File: src/ps2t_pkg.sv
// Shared types and constants of the PS/2 device byte transmitter.
`default_nettype none
package ps2t_pkg;

    localparam int TICK_W  = 12;
    localparam int RETRY_W = 7;

    // Engine phases
    localparam logic [2:0] PH_IDLE    = 3'd0;
    localparam logic [2:0] PH_POLL    = 3'd1;
    localparam logic [2:0] PH_HIGHRUN = 3'd2;
    localparam logic [2:0] PH_SEG_A   = 3'd3;
    localparam logic [2:0] PH_SEG_B   = 3'd4;
    localparam logic [2:0] PH_SEG_C   = 3'd5;
    localparam logic [2:0] PH_RELEASE = 3'd6;

    localparam logic [3:0] LAST_BIT     = 4'd10;
    localparam logic [3:0] POLL_SPACING = 4'd10;
    localparam logic [7:0] SETTLE_TICKS = 8'd8;
    localparam logic [7:0] PRE_TICKS    = 8'd6;

    // Completion status codes
    localparam logic [1:0] ST_OK      = 2'd0;
    localparam logic [1:0] ST_TIMEOUT = 2'd1;
    localparam logic [1:0] ST_RETRY   = 2'd2;

    // Register indexes
    localparam logic [1:0] REG_HALF_PERIOD = 2'd0;
    localparam logic [1:0] REG_IDLE_HIGH   = 2'd1;
    localparam logic [1:0] REG_POLL_LIMIT  = 2'd2;
    localparam logic [1:0] REG_MAX_RETRIES = 2'd3;

    typedef struct packed {
        logic [7:0]  half_period_us;
        logic [9:0]  idle_high_us;
        logic [11:0] poll_limit;
        logic [5:0]  max_retries;
    } cfg_t;

    // One classified tick as held in the queue
    typedef struct packed {
        logic       is_req;
        logic [7:0] tx_byte;
        logic       parity;
        logic       host_line;
    } entry_t;

    // Queue to engine handshake
    typedef struct packed {
        logic   valid;
        entry_t data;
    } q_out_t;

endpackage
`default_nettype wire

File: src/ps2t_if.sv
// Channel interfaces for tick requests and result items.
`default_nettype none
interface ps2t_in_if;
    logic       valid;
    logic       ready;
    logic       req_type;
    logic [7:0] tx_byte;
    logic       host_line;

    modport source(output valid, req_type, tx_byte, host_line, input ready);
    modport sink(input valid, req_type, tx_byte, host_line, output ready);
endinterface

interface ps2t_out_if;
    logic       valid;
    logic       ready;
    logic       clk_level;
    logic       dat_level;
    logic       drive_enable;
    logic       busy_res;
    logic       done_res;
    logic [1:0] status;

    modport source(output valid, clk_level, dat_level, drive_enable, busy_res,
                   done_res, status, input ready);
    modport sink(input valid, clk_level, dat_level, drive_enable, busy_res,
                 done_res, status, output ready);
endinterface
`default_nettype wire

File: src/ps2t_cfg.sv
// APB register file holding the transmitter timing settings.
`default_nettype none
module ps2t_cfg (
    input  wire logic         clk,
    input  wire logic         rst_n,
    input  wire logic         psel,
    input  wire logic         penable,
    input  wire logic         pwrite,
    input  wire logic [3:0]   paddr,
    input  wire logic [31:0]  pwdata,
    output logic [31:0]       prdata,
    output logic              pready,
    output ps2t_pkg::cfg_t    cfg
);

    ps2t_pkg::cfg_t cfg_reg;
    logic           wr_en;
    logic [1:0]     idx;

    assign pready = 1'b1;
    assign idx    = paddr[3:2];
    assign wr_en  = psel && penable && pwrite && pready;
    assign cfg    = cfg_reg;

    always_ff @(posedge clk or negedge rst_n)
    begin
        if (!rst_n)
        begin
            cfg_reg.half_period_us <= 8'd50;
            cfg_reg.idle_high_us   <= 10'd100;
            cfg_reg.poll_limit     <= 12'd1000;
            cfg_reg.max_retries    <= 6'd20;
        end
        else if (wr_en)
        begin
            unique case (idx)
                ps2t_pkg::REG_HALF_PERIOD: cfg_reg.half_period_us <= pwdata[7:0];
                ps2t_pkg::REG_IDLE_HIGH:   cfg_reg.idle_high_us   <= pwdata[9:0];
                ps2t_pkg::REG_POLL_LIMIT:  cfg_reg.poll_limit     <= pwdata[11:0];
                ps2t_pkg::REG_MAX_RETRIES: cfg_reg.max_retries    <= pwdata[5:0];
                default: ;
            endcase
        end
    end

    always_comb
    begin
        unique case (idx)
            ps2t_pkg::REG_HALF_PERIOD: prdata = {24'd0, cfg_reg.half_period_us};
            ps2t_pkg::REG_IDLE_HIGH:   prdata = {22'd0, cfg_reg.idle_high_us};
            ps2t_pkg::REG_POLL_LIMIT:  prdata = {20'd0, cfg_reg.poll_limit};
            ps2t_pkg::REG_MAX_RETRIES: prdata = {26'd0, cfg_reg.max_retries};
            default:                   prdata = 32'd0;
        endcase
    end

endmodule
`default_nettype wire

File: src/ps2t_front.sv
// Front end: accept tick requests and classify them into queue entries.
`default_nettype none
module ps2t_front (
    ps2t_in_if.sink          ticks,
    input  wire logic        q_full,
    output logic             push,
    output ps2t_pkg::entry_t push_data
);

    assign ticks.ready = !q_full;
    assign push        = ticks.valid && !q_full;

    // Odd parity bit is the complement of this XOR; work it out once here
    assign push_data.is_req    = ticks.req_type;
    assign push_data.tx_byte   = ticks.tx_byte;
    assign push_data.parity    = ^ticks.tx_byte;
    assign push_data.host_line = ticks.host_line;

endmodule
`default_nettype wire

File: src/ps2t_queue.sv
// Short FIFO between the front end and the bit engine.
`default_nettype none
module ps2t_queue #(
    parameter int DEPTH = 4
) (
    input  wire logic             clk,
    input  wire logic             rst_n,
    input  wire logic             push,
    input  ps2t_pkg::entry_t      push_data,
    output logic                  full,
    input  wire logic             pop,
    output ps2t_pkg::q_out_t      q_out
);

    localparam int PTR_W = (DEPTH > 1) ? $clog2(DEPTH) : 1;
    localparam int CNT_W = $clog2(DEPTH + 1);

    ps2t_pkg::entry_t mem [DEPTH];
    logic [PTR_W-1:0] wr_ptr_reg, rd_ptr_reg;
    logic [CNT_W-1:0] count_reg;
    logic             do_pop;

    assign full        = (count_reg == CNT_W'(DEPTH));
    assign q_out.valid = (count_reg != '0);
    assign q_out.data  = mem[rd_ptr_reg];
    assign do_pop      = pop && q_out.valid;

    always_ff @(posedge clk)
    begin
        if (push)
        begin
            mem[wr_ptr_reg] <= push_data;
        end
    end

    always_ff @(posedge clk or negedge rst_n)
    begin
        if (!rst_n)
        begin
            wr_ptr_reg <= '0;
            rd_ptr_reg <= '0;
            count_reg  <= '0;
        end
        else
        begin
            if (push)
            begin
                wr_ptr_reg <= (wr_ptr_reg == PTR_W'(DEPTH - 1)) ? '0 : wr_ptr_reg + 1'b1;
            end
            if (do_pop)
            begin
                rd_ptr_reg <= (rd_ptr_reg == PTR_W'(DEPTH - 1)) ? '0 : rd_ptr_reg + 1'b1;
            end
            if (push && !do_pop)
            begin
                count_reg <= count_reg + 1'b1;
            end
            else if (do_pop && !push)
            begin
                count_reg <= count_reg - 1'b1;
            end
        end
    end

endmodule
`default_nettype wire

File: src/ps2t_engine.sv
// Back end: step the frame state machine once per tick and register results.
`default_nettype none
module ps2t_engine (
    input  wire logic         clk,
    input  wire logic         rst_n,
    input  ps2t_pkg::cfg_t    cfg,
    input  ps2t_pkg::q_out_t  q_out,
    output logic              pop,
    ps2t_out_if.source        results
);

    logic [2:0]                  phase_reg, phase_next;
    logic [3:0]                  bit_reg, bit_next;
    logic [7:0]                  shift_reg, shift_next;
    logic                        parity_reg, parity_next;
    logic [ps2t_pkg::TICK_W-1:0] tick_reg, tick_next, tick_inc;
    logic [ps2t_pkg::RETRY_W-1:0] retry_reg, retry_next;

    logic       out_valid_reg;
    logic       clk_lvl_reg, dat_lvl_reg, drv_reg, busy_reg, done_reg;
    logic [1:0] status_reg;
    logic       clk_lvl, dat_lvl, drv, busy, done;
    logic [1:0] status;
    logic [7:0] len_a, len_c;

    ps2t_pkg::entry_t it;

    function automatic logic level_of(input logic [3:0] k, input logic [7:0] sb,
                                      input logic par);
        logic lvl;
        if (k == 4'd0)
            lvl = 1'b0;
        else if (k <= 4'd8)
            lvl = sb[3'(k - 4'd1)];
        else if (k == 4'd9)
            lvl = !par;
        else
            lvl = 1'b1;
        return lvl;
    endfunction

    assign it  = q_out.data;
    assign pop = q_out.valid && (!out_valid_reg || results.ready);

    assign tick_inc = tick_reg + 1'b1;
    assign len_a = (bit_reg == 4'd0) ? ps2t_pkg::PRE_TICKS :
                   (cfg.half_period_us > ps2t_pkg::SETTLE_TICKS) ?
                   (cfg.half_period_us - ps2t_pkg::SETTLE_TICKS) : 8'd1;
    assign len_c = (cfg.half_period_us != 8'd0) ? cfg.half_period_us : 8'd1;

    always_comb
    begin
        phase_next  = phase_reg;
        bit_next    = bit_reg;
        shift_next  = shift_reg;
        parity_next = parity_reg;
        tick_next   = tick_reg;
        retry_next  = retry_reg;
        clk_lvl = 1'b0;
        dat_lvl = 1'b0;
        drv     = 1'b0;
        busy    = 1'b0;
        done    = 1'b0;
        status  = ps2t_pkg::ST_OK;

        unique case (phase_reg)
            ps2t_pkg::PH_IDLE:
            begin
                if (it.is_req)
                begin
                    shift_next  = it.tx_byte;
                    parity_next = it.parity;
                    retry_next  = '0;
                    phase_next  = ps2t_pkg::PH_POLL;
                    tick_next   = '0;
                    bit_next    = '0;
                    busy        = 1'b1;
                end
            end
            ps2t_pkg::PH_POLL:
            begin
                busy = 1'b1;
                if (bit_reg == 4'd0)
                begin
                    if (it.host_line)
                    begin
                        if (retry_reg > {1'b0, cfg.max_retries})
                        begin
                            phase_next = ps2t_pkg::PH_IDLE;
                            busy   = 1'b0;
                            done   = 1'b1;
                            status = ps2t_pkg::ST_RETRY;
                        end
                        else
                        begin
                            retry_next = retry_reg + 1'b1;
                            phase_next = ps2t_pkg::PH_HIGHRUN;
                            tick_next  = '0;
                        end
                    end
                    else if (tick_reg >= cfg.poll_limit)
                    begin
                        phase_next = ps2t_pkg::PH_IDLE;
                        busy   = 1'b0;
                        done   = 1'b1;
                        status = ps2t_pkg::ST_TIMEOUT;
                    end
                    else
                    begin
                        tick_next = tick_inc;
                        bit_next  = 4'd1;
                    end
                end
                else
                begin
                    bit_next = (bit_reg == ps2t_pkg::POLL_SPACING - 4'd1) ? 4'd0
                                                                          : bit_reg + 4'd1;
                end
            end
            ps2t_pkg::PH_HIGHRUN:
            begin
                busy = 1'b1;
                if (it.host_line)
                begin
                    tick_next = tick_inc;
                    if (tick_inc >= {2'b00, cfg.idle_high_us})
                    begin
                        phase_next = ps2t_pkg::PH_SEG_A;
                        bit_next   = '0;
                        tick_next  = '0;
                    end
                end
                else
                begin
                    phase_next = ps2t_pkg::PH_POLL;
                    tick_next  = '0;
                    bit_next   = '0;
                end
            end
            ps2t_pkg::PH_SEG_A:
            begin
                busy    = 1'b1;
                drv     = 1'b1;
                clk_lvl = 1'b1;
                dat_lvl = (bit_reg == 4'd0) ? 1'b1
                                            : level_of(bit_reg - 4'd1, shift_reg, parity_reg);
                tick_next = tick_inc;
                if (tick_inc >= {4'd0, len_a})
                begin
                    phase_next = ps2t_pkg::PH_SEG_B;
                    tick_next  = '0;
                end
            end
            ps2t_pkg::PH_SEG_B:
            begin
                busy = 1'b1;
                if (tick_reg == '0 && !it.host_line)
                begin
                    phase_next = ps2t_pkg::PH_POLL;
                    tick_next  = '0;
                    bit_next   = '0;
                end
                else
                begin
                    drv       = 1'b1;
                    clk_lvl   = 1'b1;
                    dat_lvl   = level_of(bit_reg, shift_reg, parity_reg);
                    tick_next = tick_inc;
                    if (tick_inc >= {4'd0, ps2t_pkg::SETTLE_TICKS})
                    begin
                        phase_next = ps2t_pkg::PH_SEG_C;
                        tick_next  = '0;
                    end
                end
            end
            ps2t_pkg::PH_SEG_C:
            begin
                busy      = 1'b1;
                drv       = 1'b1;
                dat_lvl   = level_of(bit_reg, shift_reg, parity_reg);
                tick_next = tick_inc;
                if (tick_inc >= {4'd0, len_c})
                begin
                    tick_next = '0;
                    if (bit_reg >= ps2t_pkg::LAST_BIT)
                    begin
                        phase_next = ps2t_pkg::PH_RELEASE;
                    end
                    else
                    begin
                        bit_next   = bit_reg + 4'd1;
                        phase_next = ps2t_pkg::PH_SEG_A;
                    end
                end
            end
            ps2t_pkg::PH_RELEASE:
            begin
                busy = 1'b1;
                if (it.host_line)
                begin
                    phase_next = ps2t_pkg::PH_IDLE;
                    busy   = 1'b0;
                    done   = 1'b1;
                    status = ps2t_pkg::ST_OK;
                end
            end
            default:
            begin
                phase_next = ps2t_pkg::PH_IDLE;
            end
        endcase
    end

    always_ff @(posedge clk or negedge rst_n)
    begin
        if (!rst_n)
        begin
            phase_reg     <= ps2t_pkg::PH_IDLE;
            bit_reg       <= '0;
            shift_reg     <= '0;
            parity_reg    <= 1'b0;
            tick_reg      <= '0;
            retry_reg     <= '0;
            out_valid_reg <= 1'b0;
        end
        else
        begin
            if (pop)
            begin
                phase_reg  <= phase_next;
                bit_reg    <= bit_next;
                shift_reg  <= shift_next;
                parity_reg <= parity_next;
                tick_reg   <= tick_next;
                retry_reg  <= retry_next;
                out_valid_reg <= 1'b1;
            end
            else if (results.ready)
            begin
                out_valid_reg <= 1'b0;
            end
        end
    end

    always_ff @(posedge clk)
    begin
        if (pop)
        begin
            clk_lvl_reg <= clk_lvl;
            dat_lvl_reg <= dat_lvl;
            drv_reg     <= drv;
            busy_reg    <= busy;
            done_reg    <= done;
            status_reg  <= status;
        end
    end

    assign results.valid        = out_valid_reg;
    assign results.clk_level    = clk_lvl_reg;
    assign results.dat_level    = dat_lvl_reg;
    assign results.drive_enable = drv_reg;
    assign results.busy_res     = busy_reg;
    assign results.done_res     = done_reg;
    assign results.status       = status_reg;

endmodule
`default_nettype wire

File: src/ps2_device_byte_transmitter.sv
// Top level of the PS/2 device byte transmitter: front end, queue, engine, registers.
// A request taken into the queue is stepped by the engine once the output register is free,
// and its result is registered there. One tick per cycle while the result channel takes results.
// The queue holds QUEUE_DEPTH requests and the output register one more while the
// result channel stalls; the input then stalls until a result is taken.
// Reset (rst_n low, asynchronous): engine idle, queue and output empty, registers to defaults.
`default_nettype none
module ps2_device_byte_transmitter #(
    parameter int QUEUE_DEPTH = 4
) (
    input  wire logic        clk,
    input  wire logic        rst_n,
    ps2t_in_if.sink          ticks,
    ps2t_out_if.source       results,
    input  wire logic        psel,
    input  wire logic        penable,
    input  wire logic        pwrite,
    input  wire logic [3:0]  paddr,
    input  wire logic [31:0] pwdata,
    output logic [31:0]      prdata,
    output logic             pready
);

    ps2t_pkg::cfg_t   cfg;
    ps2t_pkg::entry_t push_data;
    ps2t_pkg::q_out_t q_out;
    logic             push, q_full, pop;

    // Timing registers; the user must write them only while no send is in flight (not enforced here)
    ps2t_cfg u_cfg (
        .clk     (clk),
        .rst_n   (rst_n),
        .psel    (psel),
        .penable (penable),
        .pwrite  (pwrite),
        .paddr   (paddr),
        .pwdata  (pwdata),
        .prdata  (prdata),
        .pready  (pready),
        .cfg     (cfg)
    );

    // Take a request whenever the queue has room and tag it with its parity
    ps2t_front u_front (
        .ticks     (ticks),
        .q_full    (q_full),
        .push      (push),
        .push_data (push_data)
    );

    // Decouple acceptance from result backpressure
    ps2t_queue #(
        .DEPTH (QUEUE_DEPTH)
    ) u_queue (
        .clk       (clk),
        .rst_n     (rst_n),
        .push      (push),
        .push_data (push_data),
        .full      (q_full),
        .pop       (pop),
        .q_out     (q_out)
    );

    // Advance the frame one tick per popped request; hold the result until taken
    ps2t_engine u_engine (
        .clk     (clk),
        .rst_n   (rst_n),
        .cfg     (cfg),
        .q_out   (q_out),
        .pop     (pop),
        .results (results)
    );

    // A send never reports busy and done on the same tick
    a_busy_done_excl: assert property (@(posedge clk) disable iff (!rst_n)
        results.valid |-> !(results.busy_res && results.done_res))
        else $error("busy and done asserted together");

    // Released lines carry no driven level
    a_release_levels: assert property (@(posedge clk) disable iff (!rst_n)
        (results.valid && !results.drive_enable) |->
            (!results.clk_level && !results.dat_level))
        else $error("line level set while released");

    // Status is only meaningful on a done tick
    a_status_on_done: assert property (@(posedge clk) disable iff (!rst_n)
        (results.valid && !results.done_res) |-> (results.status == ps2t_pkg::ST_OK))
        else $error("status set without done");

    // Driving the bus implies a send in progress
    a_drive_busy: assert property (@(posedge clk) disable iff (!rst_n)
        (results.valid && results.drive_enable) |-> results.busy_res)
        else $error("lines driven outside a send");

endmodule
`default_nettype wire

File: src/flat_wrapper.sv
// flat-port wrapper written by rule: the top's interface ports become plain ports
module ps2_device_byte_transmitter_flat 
#(
    parameter int QUEUE_DEPTH = 4
)
  (clk, rst_n, psel, penable, pwrite, paddr, pwdata, prdata, pready, ticks_valid, ticks_req_type, ticks_tx_byte, ticks_host_line, ticks_ready, results_valid, results_clk_level, results_dat_level, results_drive_enable, results_busy_res, results_done_res, results_status, results_ready);
  ps2t_in_if ticks_i ();
  ps2t_out_if results_i ();
  input  wire logic clk;
  input  wire logic rst_n;
  input  wire logic psel;
  input  wire logic penable;
  input  wire logic pwrite;
  input  wire logic [3:0] paddr;
  input  wire logic [31:0] pwdata;
  output logic [31:0] prdata;
  output logic pready;
  input wire logic [$bits(ticks_i.valid)-1:0] ticks_valid;
  input wire logic [$bits(ticks_i.req_type)-1:0] ticks_req_type;
  input wire logic [$bits(ticks_i.tx_byte)-1:0] ticks_tx_byte;
  input wire logic [$bits(ticks_i.host_line)-1:0] ticks_host_line;
  output wire logic [$bits(ticks_i.ready)-1:0] ticks_ready;
  output wire logic [$bits(results_i.valid)-1:0] results_valid;
  output wire logic [$bits(results_i.clk_level)-1:0] results_clk_level;
  output wire logic [$bits(results_i.dat_level)-1:0] results_dat_level;
  output wire logic [$bits(results_i.drive_enable)-1:0] results_drive_enable;
  output wire logic [$bits(results_i.busy_res)-1:0] results_busy_res;
  output wire logic [$bits(results_i.done_res)-1:0] results_done_res;
  output wire logic [$bits(results_i.status)-1:0] results_status;
  input wire logic [$bits(results_i.ready)-1:0] results_ready;
  assign ticks_i.valid = ticks_valid;
  assign ticks_i.req_type = ticks_req_type;
  assign ticks_i.tx_byte = ticks_tx_byte;
  assign ticks_i.host_line = ticks_host_line;
  assign ticks_ready = ticks_i.ready;
  assign results_valid = results_i.valid;
  assign results_clk_level = results_i.clk_level;
  assign results_dat_level = results_i.dat_level;
  assign results_drive_enable = results_i.drive_enable;
  assign results_busy_res = results_i.busy_res;
  assign results_done_res = results_i.done_res;
  assign results_status = results_i.status;
  assign results_i.ready = results_ready;
  ps2_device_byte_transmitter #(.QUEUE_DEPTH(QUEUE_DEPTH)) u_core (.clk(clk), .rst_n(rst_n), .ticks(ticks_i), .results(results_i), .psel(psel), .penable(penable), .pwrite(pwrite), .paddr(paddr), .pwdata(pwdata), .prdata(prdata), .pready(pready));
endmodule
File: config.mk
export PLATFORM = sky130hd
export DESIGN_NAME = ps2_device_byte_transmitter_flat
export DESIGN_NICKNAME = d
export VERILOG_FILES = /design/src/ps2t_pkg.sv /design/src/ps2t_if.sv /design/src/ps2t_cfg.sv /design/src/ps2t_front.sv /design/src/ps2t_queue.sv /design/src/ps2t_engine.sv /design/src/ps2_device_byte_transmitter.sv /design/src/flat_wrapper.sv
export SDC_FILE = /design/constraint.sdc
export NUM_CORES = 1
export LEC_CHECK = 0
export BUFFER_PORTS_ARGS = -buffer_cell sky130_fd_sc_hd__buf_2
export CAP_MARGIN = 0
export CELL_PAD_IN_SITES_DETAIL_PLACEMENT = 0
export CELL_PAD_IN_SITES_GLOBAL_PLACEMENT = 2
export CORE_MARGIN = 3
export CORE_UTILIZATION = 37
export CTS_BUF_LIST = sky130_fd_sc_hd__clkbuf_2 sky130_fd_sc_hd__clkbuf_4 sky130_fd_sc_hd__clkbuf_8
export CTS_CLUSTER_SIZE = 20
export DETAILED_ROUTE_END_ITERATION = 8
export GPL_TIMING_DRIVEN = 0
export PLACE_DENSITY_LB_ADDON = 0.1
export SLEW_MARGIN = 40
export SYNTH_ARGS = -nofsm -noshare
export SYNTH_HDL_FRONTEND = slang
export SYNTH_HIERARCHICAL = 1
export SYNTH_SLANG_ARGS = --single-unit
File: constraint.sdc
create_clock -name clk -period 3.1 [get_ports clk]
set_clock_uncertainty 0.1 [all_clocks]
set_input_delay 0.93 -clock clk [delete_from_list [all_inputs] [get_ports clk]]
set_output_delay 0.93 -clock clk [all_outputs]
set_load 0.1 [all_outputs]
# Word-level counts from Yosys, hierarchy flattened
# Memory sizes are Yosys's and may differ from the RTL's.
# Index checks and enable logic that the tools add are counted.
word_totals:
  ff_bits: 86
  latchBits: 0
  ramBits: 44
  mem_bits_ro: 0
  memories: 1
mem_list:
  columns: ["name", "words", "width", "rd", "rd_clocked_by_memory_dff", "wr", "line", "rtl"]
  rows:
  - ["u_core.u_queue.mem", 4, 11, 1, 0, 1, "ps2t_queue.sv:18", "ps2t_pkg::entry_t mem [DEPTH];"]
classes:
  n_addsub: 10
  mul: 0
  div_mod_pow: 0
  n_lt_le_gt_ge: 12
  eq_ne: 30
  n_shift: 0
  muxes: 86
  bitwise_logic: 0
  reduce_logical: 40
op_table:
  columns: ["cell", "count"]
  rows:
  - ["12-bit 2-to-1 mux", 11]
  - ["32-bit one-hot mux with 4 select lines", 1]
  - ["12-bit one-hot mux with 6 select lines", 1]
  - ["3-bit 2-to-1 mux", 14]
  - ["4-bit 2-to-1 mux", 10]
  - ["7-bit 2-to-1 mux", 4]
  - ["1-bit 2-to-1 mux", 27]
  - ["12-bit by 8-bit >= comparator with 1-bit output", 2]
  - ["8-bit 2-to-1 mux", 3]
  - ["3-bit != test (second input constant)", 7]
  - ["3-bit one-hot mux with 7 select lines", 1]
  - ["4-bit one-hot mux with 5 select lines", 1]
  - ["2-bit != test (second input constant)", 9]
  - ["9-bit AND reduction", 2]
  - ["7-bit one-hot mux with 2 select lines", 1]
  - ["12-bit by 1-bit adder with 12-bit output (second input constant)", 1]
  - ["3-bit equality test (second input constant)", 4]
  - ["12-bit by 10-bit >= comparator with 1-bit output", 1]
  - ["12-bit >= comparator", 1]
  - ["12-bit by 4-bit >= comparator with 1-bit output (second input constant)", 1]
  - ["12-bit logical NOT", 1]
  - ["6-bit AND reduction", 2]
  - ["2-bit 2-to-1 mux", 5]
  - ["2-bit AND reduction", 5]
  - ["36 further kinds", 63]

# Longest topological paths before layout
depth:
  ltp_word: 8
  mapped_depth: 14
  ltp_nobuf: 14

# Hierarchy
# The synthesis kept the hierarchy.
by_module_without_submodules:
  columns: ["module", "instances", "cells_each", "area_each_um2", "seq_area_each_um2"]
  rows:
  - ["ps2t_engine", 1, 476, 4045.1, 1111.1]
  - ["ps2t_queue", 1, 94, 2025.7, 1496.4]
  - ["ps2t_cfg", 1, 123, 1816.7, 918.4]
  - ["ps2t_front", 1, 19, 146.4, 0.0]

# Worst setup path after synthesis
# Ideal clock, no wire load.
synth_timing:
  kind: "input to output"
  from: "in paddr[2]"
  to: "out prdata[6]"
  arrival_time_ps: 3381
  slack_ps: -1311
  cell_stages: 3
  cell_sequence: "buf_2 -> mux2i_1 -> o21ai_0"
synth_via:
  elab_chain_len: 2
  elab_cells_between_ends: 5
  cone_classes: "3 x eq/ne; 1 x mux; 1 x reduce/logical"
synth_rtl:
  columns: ["item", "line", "rtl"]
  rows:
  - ["from (decl)", "flat_wrapper.sv:14", "input wire logic [3:0] paddr;"]
  - ["2-bit equality test, or another cell as far along", "ps2t_cfg.sv:48", "unique case (idx)"]
  - ["32-bit one-hot mux with 4 select lines *", "ps2t_cfg.sv:48", null]
  - ["to (decl)", "flat_wrapper.sv:16", "output logic [31:0] prdata;"]
# Mark *: on every way between the ends. The rest lies on a longest branch, timed or not. The select of a mux whose other input is x is not followed.

# Worst setup path in the final report
layout_timing:
  from: "reg u_core/u_engine/tick_reg[1] (netlist bit)"
  to: "reg u_core/u_engine/tick_reg[10] (netlist bit)"
layout_via:
  elab_chain_len: 5
  elab_cells_between_ends: 20
  cone_classes: "1 x add/sub; 5 x order compare; 1 x eq/ne; 10 x mux; 3 x reduce/logical"
layout_rtl:
  columns: ["item", "line", "rtl"]
  rows:
  - ["from (decl)", "ps2t_engine.sv:16", "logic [ps2t_pkg::TICK_W-1:0] tick_reg, tick_next, tick_inc;"]
  - ["from (signal assigned)", "ps2t_engine.sv:234", "tick_reg <= tick_next;"]
  - ["12-bit by 1-bit adder with 12-bit output", "ps2t_engine.sv:45", "assign tick_inc = tick_reg + 1'b1;"]
  - ["12-bit by 4-bit >= comparator with 1-bit output, or another cell as far along", "ps2t_engine.sv:169", "if (tick_inc >= {4'd0, ps2t_pkg::SETTLE_TICKS})"]
  - ["12-bit 2-to-1 mux, on equally long branches", "ps2t_engine.sv:169, ps2t_engine.sv:85, ps2t_engine.sv:126", null]
  - ["12-bit 2-to-1 mux, on equally long branches", "ps2t_engine.sv:157, ps2t_engine.sv:83, ps2t_engine.sv:123", null]
  - ["12-bit one-hot mux with 6 select lines", "ps2t_engine.sv:66", "unique case (phase_reg)"]
# Several ways; a longest one is shown, not always the timed one. The select of a mux whose other input is x is not followed.
# A chain may end at the register's enable or synchronous reset.

==> impl_metrics.json <==
{
  "peakVddDrop_v": 0.0004027,
  "drc": 0,
  "r2r_slack_ps": -40,
  "grt_max_degree": 54,
  "ant_nets": 0,
  "place.gp.congestion": 0.7797,
  "clk_path_buf_depth": 2,
  "drt_iter0_markers": 307,
  "total_power_w": 0.008153,
  "num_rows": 53,
  "io_pins": 95,
  "io_buffers": 49,
  "fillCellCount": 1985,
  "relSlewSlack": 0.4859,
  "die_height_um": 153.4,
  "final_area_um2": 10220,
  "hold_class": "input port to async pin",
  "clock-sinks": 130,
  "antenna_found_initial": 0,
  "die_w_um": 153.4,
  "critPathKind": "flop to flop",
  "diodes": 0,
  "setup_tns_ps": -120.1,
  "fin_util": 0.4833,
  "ys_warn_count": 6,
  "worstSkewPairLatency_ps": 440,
  "area_growth_pct": 27.25,
  "grtUsageTotal": 0.1822,
  "synthesis.area_um2": 8034,
  "synth-async-reset-ratio": 0.6077,
  "num_vias": 5931,
  "cp.arrival_ps": 3410,
  "floorplan.initialDensity": 0.3798,
  "maxCapViolations": 0,
  "synth_cell_types": 74,
  "netlist_instances": 712,
  "outcome": "finished, violations left",
  "required_ps": 3370,
  "hpwl_um": 14930,
  "layout_min_cycle_time_ps": 3144,
  "p_leak_nw": 4.504,
  "place_ws_ps": -656.3,
  "overflow": 0,
  "finalMaxSlewViolations": 0,
  "endpoint_kind": "flop",
  "wl_per_cell_um": 18.65,
  "grt_pass1_wl_um": 33780,
  "drive_gt1_frac": 0.4255,
  "synth_top_flop_cell": "dfrtp_1",
  "cts_tree": "done",
  "firstDrtPassIters": 4,
  "wirelength_um": 21400,
  "path_max_fanout": 6,
  "clk_pin_slew_ps": 100,
  "hold_violations": 0,
  "synth_seq_cells": 130,
  "synth_top_area_cell": "dfrtp_1",
  "setup_violations": 5,
  "timing.fmax_mhz": 318.1,
  "r2r_cells": 16,
  "violations": "negative setup slack",
  "start_kind": "flop",
  "dieArea_um2": 23520,
  "cts-buffers-inserted": 17,
  "grt_pass1_vias": 6141,
  "yosysTopAreaCellShare": 0.2025,
  "power_density_nw_per_um2": 797.5,
  "synth_edf_count": 51,
  "largest_register_ffs": 44,
  "root_buffer": "clkbuf_8",
  "layout_setup_ws_ps": -44.11,
  "htreeDepth": 4,
  "ys_seq_area_frac": 0.4389,
  "layout.area.seq_um2": 3537,
  "placed_area_um2": 8796,
  "tightest_slew_ps": 766.9,
  "yosys-top-cells-area": "dfrtp_1 (20%), edfxtp_1 (19%), ha_1 (10%)",
  "rsz0062_at_grt": "yes",
  "fin_crit_sh": 1.014,
  "multi_input_area_um2": 4533,
  "core-area_um2": 21150,
  "cts_hold_buf": 0,
  "fin_nets": 977,
  "viasPerCell": 5.171,
  "avgSynthCellArea_um2": 11.28
}
## cells in the mapped netlist (3+ instances only)
cell        n
inv_1      52
nand3_1    18
and3_1      4
nand2b_1   13
a31oi_1     5
edfxtp_1   51
a21oi_1    32
buf_2       8
a211oi_1    7
a2bb2oi_1   3
and2_1     10
nor2_1     40
xnor2_1    16
a22o_1      5
nor2b_1     6
o21ai_0    32
buf_4      31
a21o_1      7
or3_1       8
mux2_2     37
or4_1       3
mux2_4     12
nand2_1    50
nand4_1     7
mux4_2     19
xor2_1     11
clkbuf_1   11
mux2i_1     5
nor3_1      9
ha_1       64
dfstp_2    14
dfrtp_1    65
## final timing paths
check,startpoint,endpoint
max,u_core/u_engine/tick_reg[1]$_DFFE_PN0P_,u_core/u_engine/tick_reg[10]$_DFFE_PN0P_
min in group clk,u_core/u_queue/count_reg[2]$_DFFE_PN0P_,u_core/u_queue/count_reg[2]$_DFFE_PN0P_
max in group asynchronous,rst_n,u_core/u_cfg/cfg[23]$_DFFE_PN1P_
min,rst_n,u_core/u_engine/tick_reg[3]$_DFFE_PN0P_
max reg2reg,u_core/u_engine/tick_reg[1]$_DFFE_PN0P_,u_core/u_engine/tick_reg[10]$_DFFE_PN0P_
min reg2reg,u_core/u_queue/count_reg[2]$_DFFE_PN0P_,u_core/u_queue/count_reg[2]$_DFFE_PN0P_
## stage by stage
stage	cells	hold WS, ps
6_report	1147	237.9
5_1_grt	1147	237.5
4_1_cts	1141	215.5
3_5_place_dp	1056	378.8
3_3_place_gp	1055	374.9
2_1_floorplan	731	355.9
## where the power goes
part	switching [W]	internal, W	total [W]	leakage, nW
clock network	0.000803	0.000591	0.00139	0.186
registers	0.000303	0.00228	0.00258	1.43
logic	0.00247	0.00171	0.00418	2.89
## area by class of cell
type | count | share of cell area
clock buffer | 17 | 0.02289
multi-input combinational | 497 | 0.4434
buffer | 49 | 0.03867
inverter | 52 | 0.01983
tap | 275 | 0.03366
timing repair buffer | 112 | 0.08175
clock inverter | 15 | 0.01383
sequential | 130 | 0.3460
## timing repair
| action | CTS | global route |
|---|---|---|
| gates cloned | 0 | 0 |
| buffers inserted | 54 | 9 |
| endpoints found under the setup margin | 33 | 31 |
| pin swaps | 25 | 20 |
| gates resized for setup | 98 | 60 |
## layout by cell type (no fill, tap or decap), types with 6 or more instances in the layout
cell / Yosys / final
nor2_2: 1 / 6
o21ai_1: 1 / 11
ha_1: 64 / 55
nor3_1: 9 / 8
buf_2: 8 / 39
nand2b_1: 13 / 11
mux2_4: 12 / 12
edfxtp_1: 51 / 51
xor2_1: 11 / 8
buf_6: 2 / 18
a21oi_2: 0 / 6
clkbuf_8: 0 / 21
dfstp_2: 14 / 14
mux2_2: 37 / 37
nor2_1: 40 / 33
nand4_1: 7 / 7
inv_1: 52 / 46
or3_1: 8 / 8
dfrtp_2: 0 / 9
a21o_1: 7 / 6
mux4_2: 19 / 19
dfrtp_1: 65 / 56
buf_4: 31 / 93
nand2_1: 50 / 45
o21ai_0: 32 / 15
o21ai_2: 0 / 7
xnor2_1: 16 / 14
ha_4: 0 / 7
a21oi_1: 32 / 25
conb_1: 2 / 21
nand3_1: 18 / 16
and2_1: 10 / 8
## cell families after synthesis
kind of cell    Yosys count  share of synthesized area
compound gates          120                    0.09967
other cells               2                  0.0009348
fa+ha+maj                65                     0.1022
flops                   130                     0.4389
simple gates            189                     0.1224
mux                      75                     0.1403
xor+xnor                 27                    0.02943
buf+inv                 104                    0.06619
## critical path: stages (launching register included)
cell	delay [ps]
dfrtp_2	380
buf_6	130
nand3_4	100
buf_4	160
nor2_4	150
xor2_4	210
buf_6	130
ha_1	230
a21o_1	170
a21oi_2	160
o21ai_2	70
nand2_2	100
buf_4	130
a31oi_4	160
a21o_4	290
or3_1	310
o21ai_1	70
## layer usage
layer  wire [µm]  vias to the layer above  global-route usage  part of all wire
met4         273                        0             0.04584             0.013
li1            -                     2828                   -                 -
met3         889                       19             0.03001             0.042
met5           0                        -                   0                 0
met2        9970                      138              0.2875              0.47
met1       10260                     2946              0.2637              0.48
(Power assumes the default switching activity.)
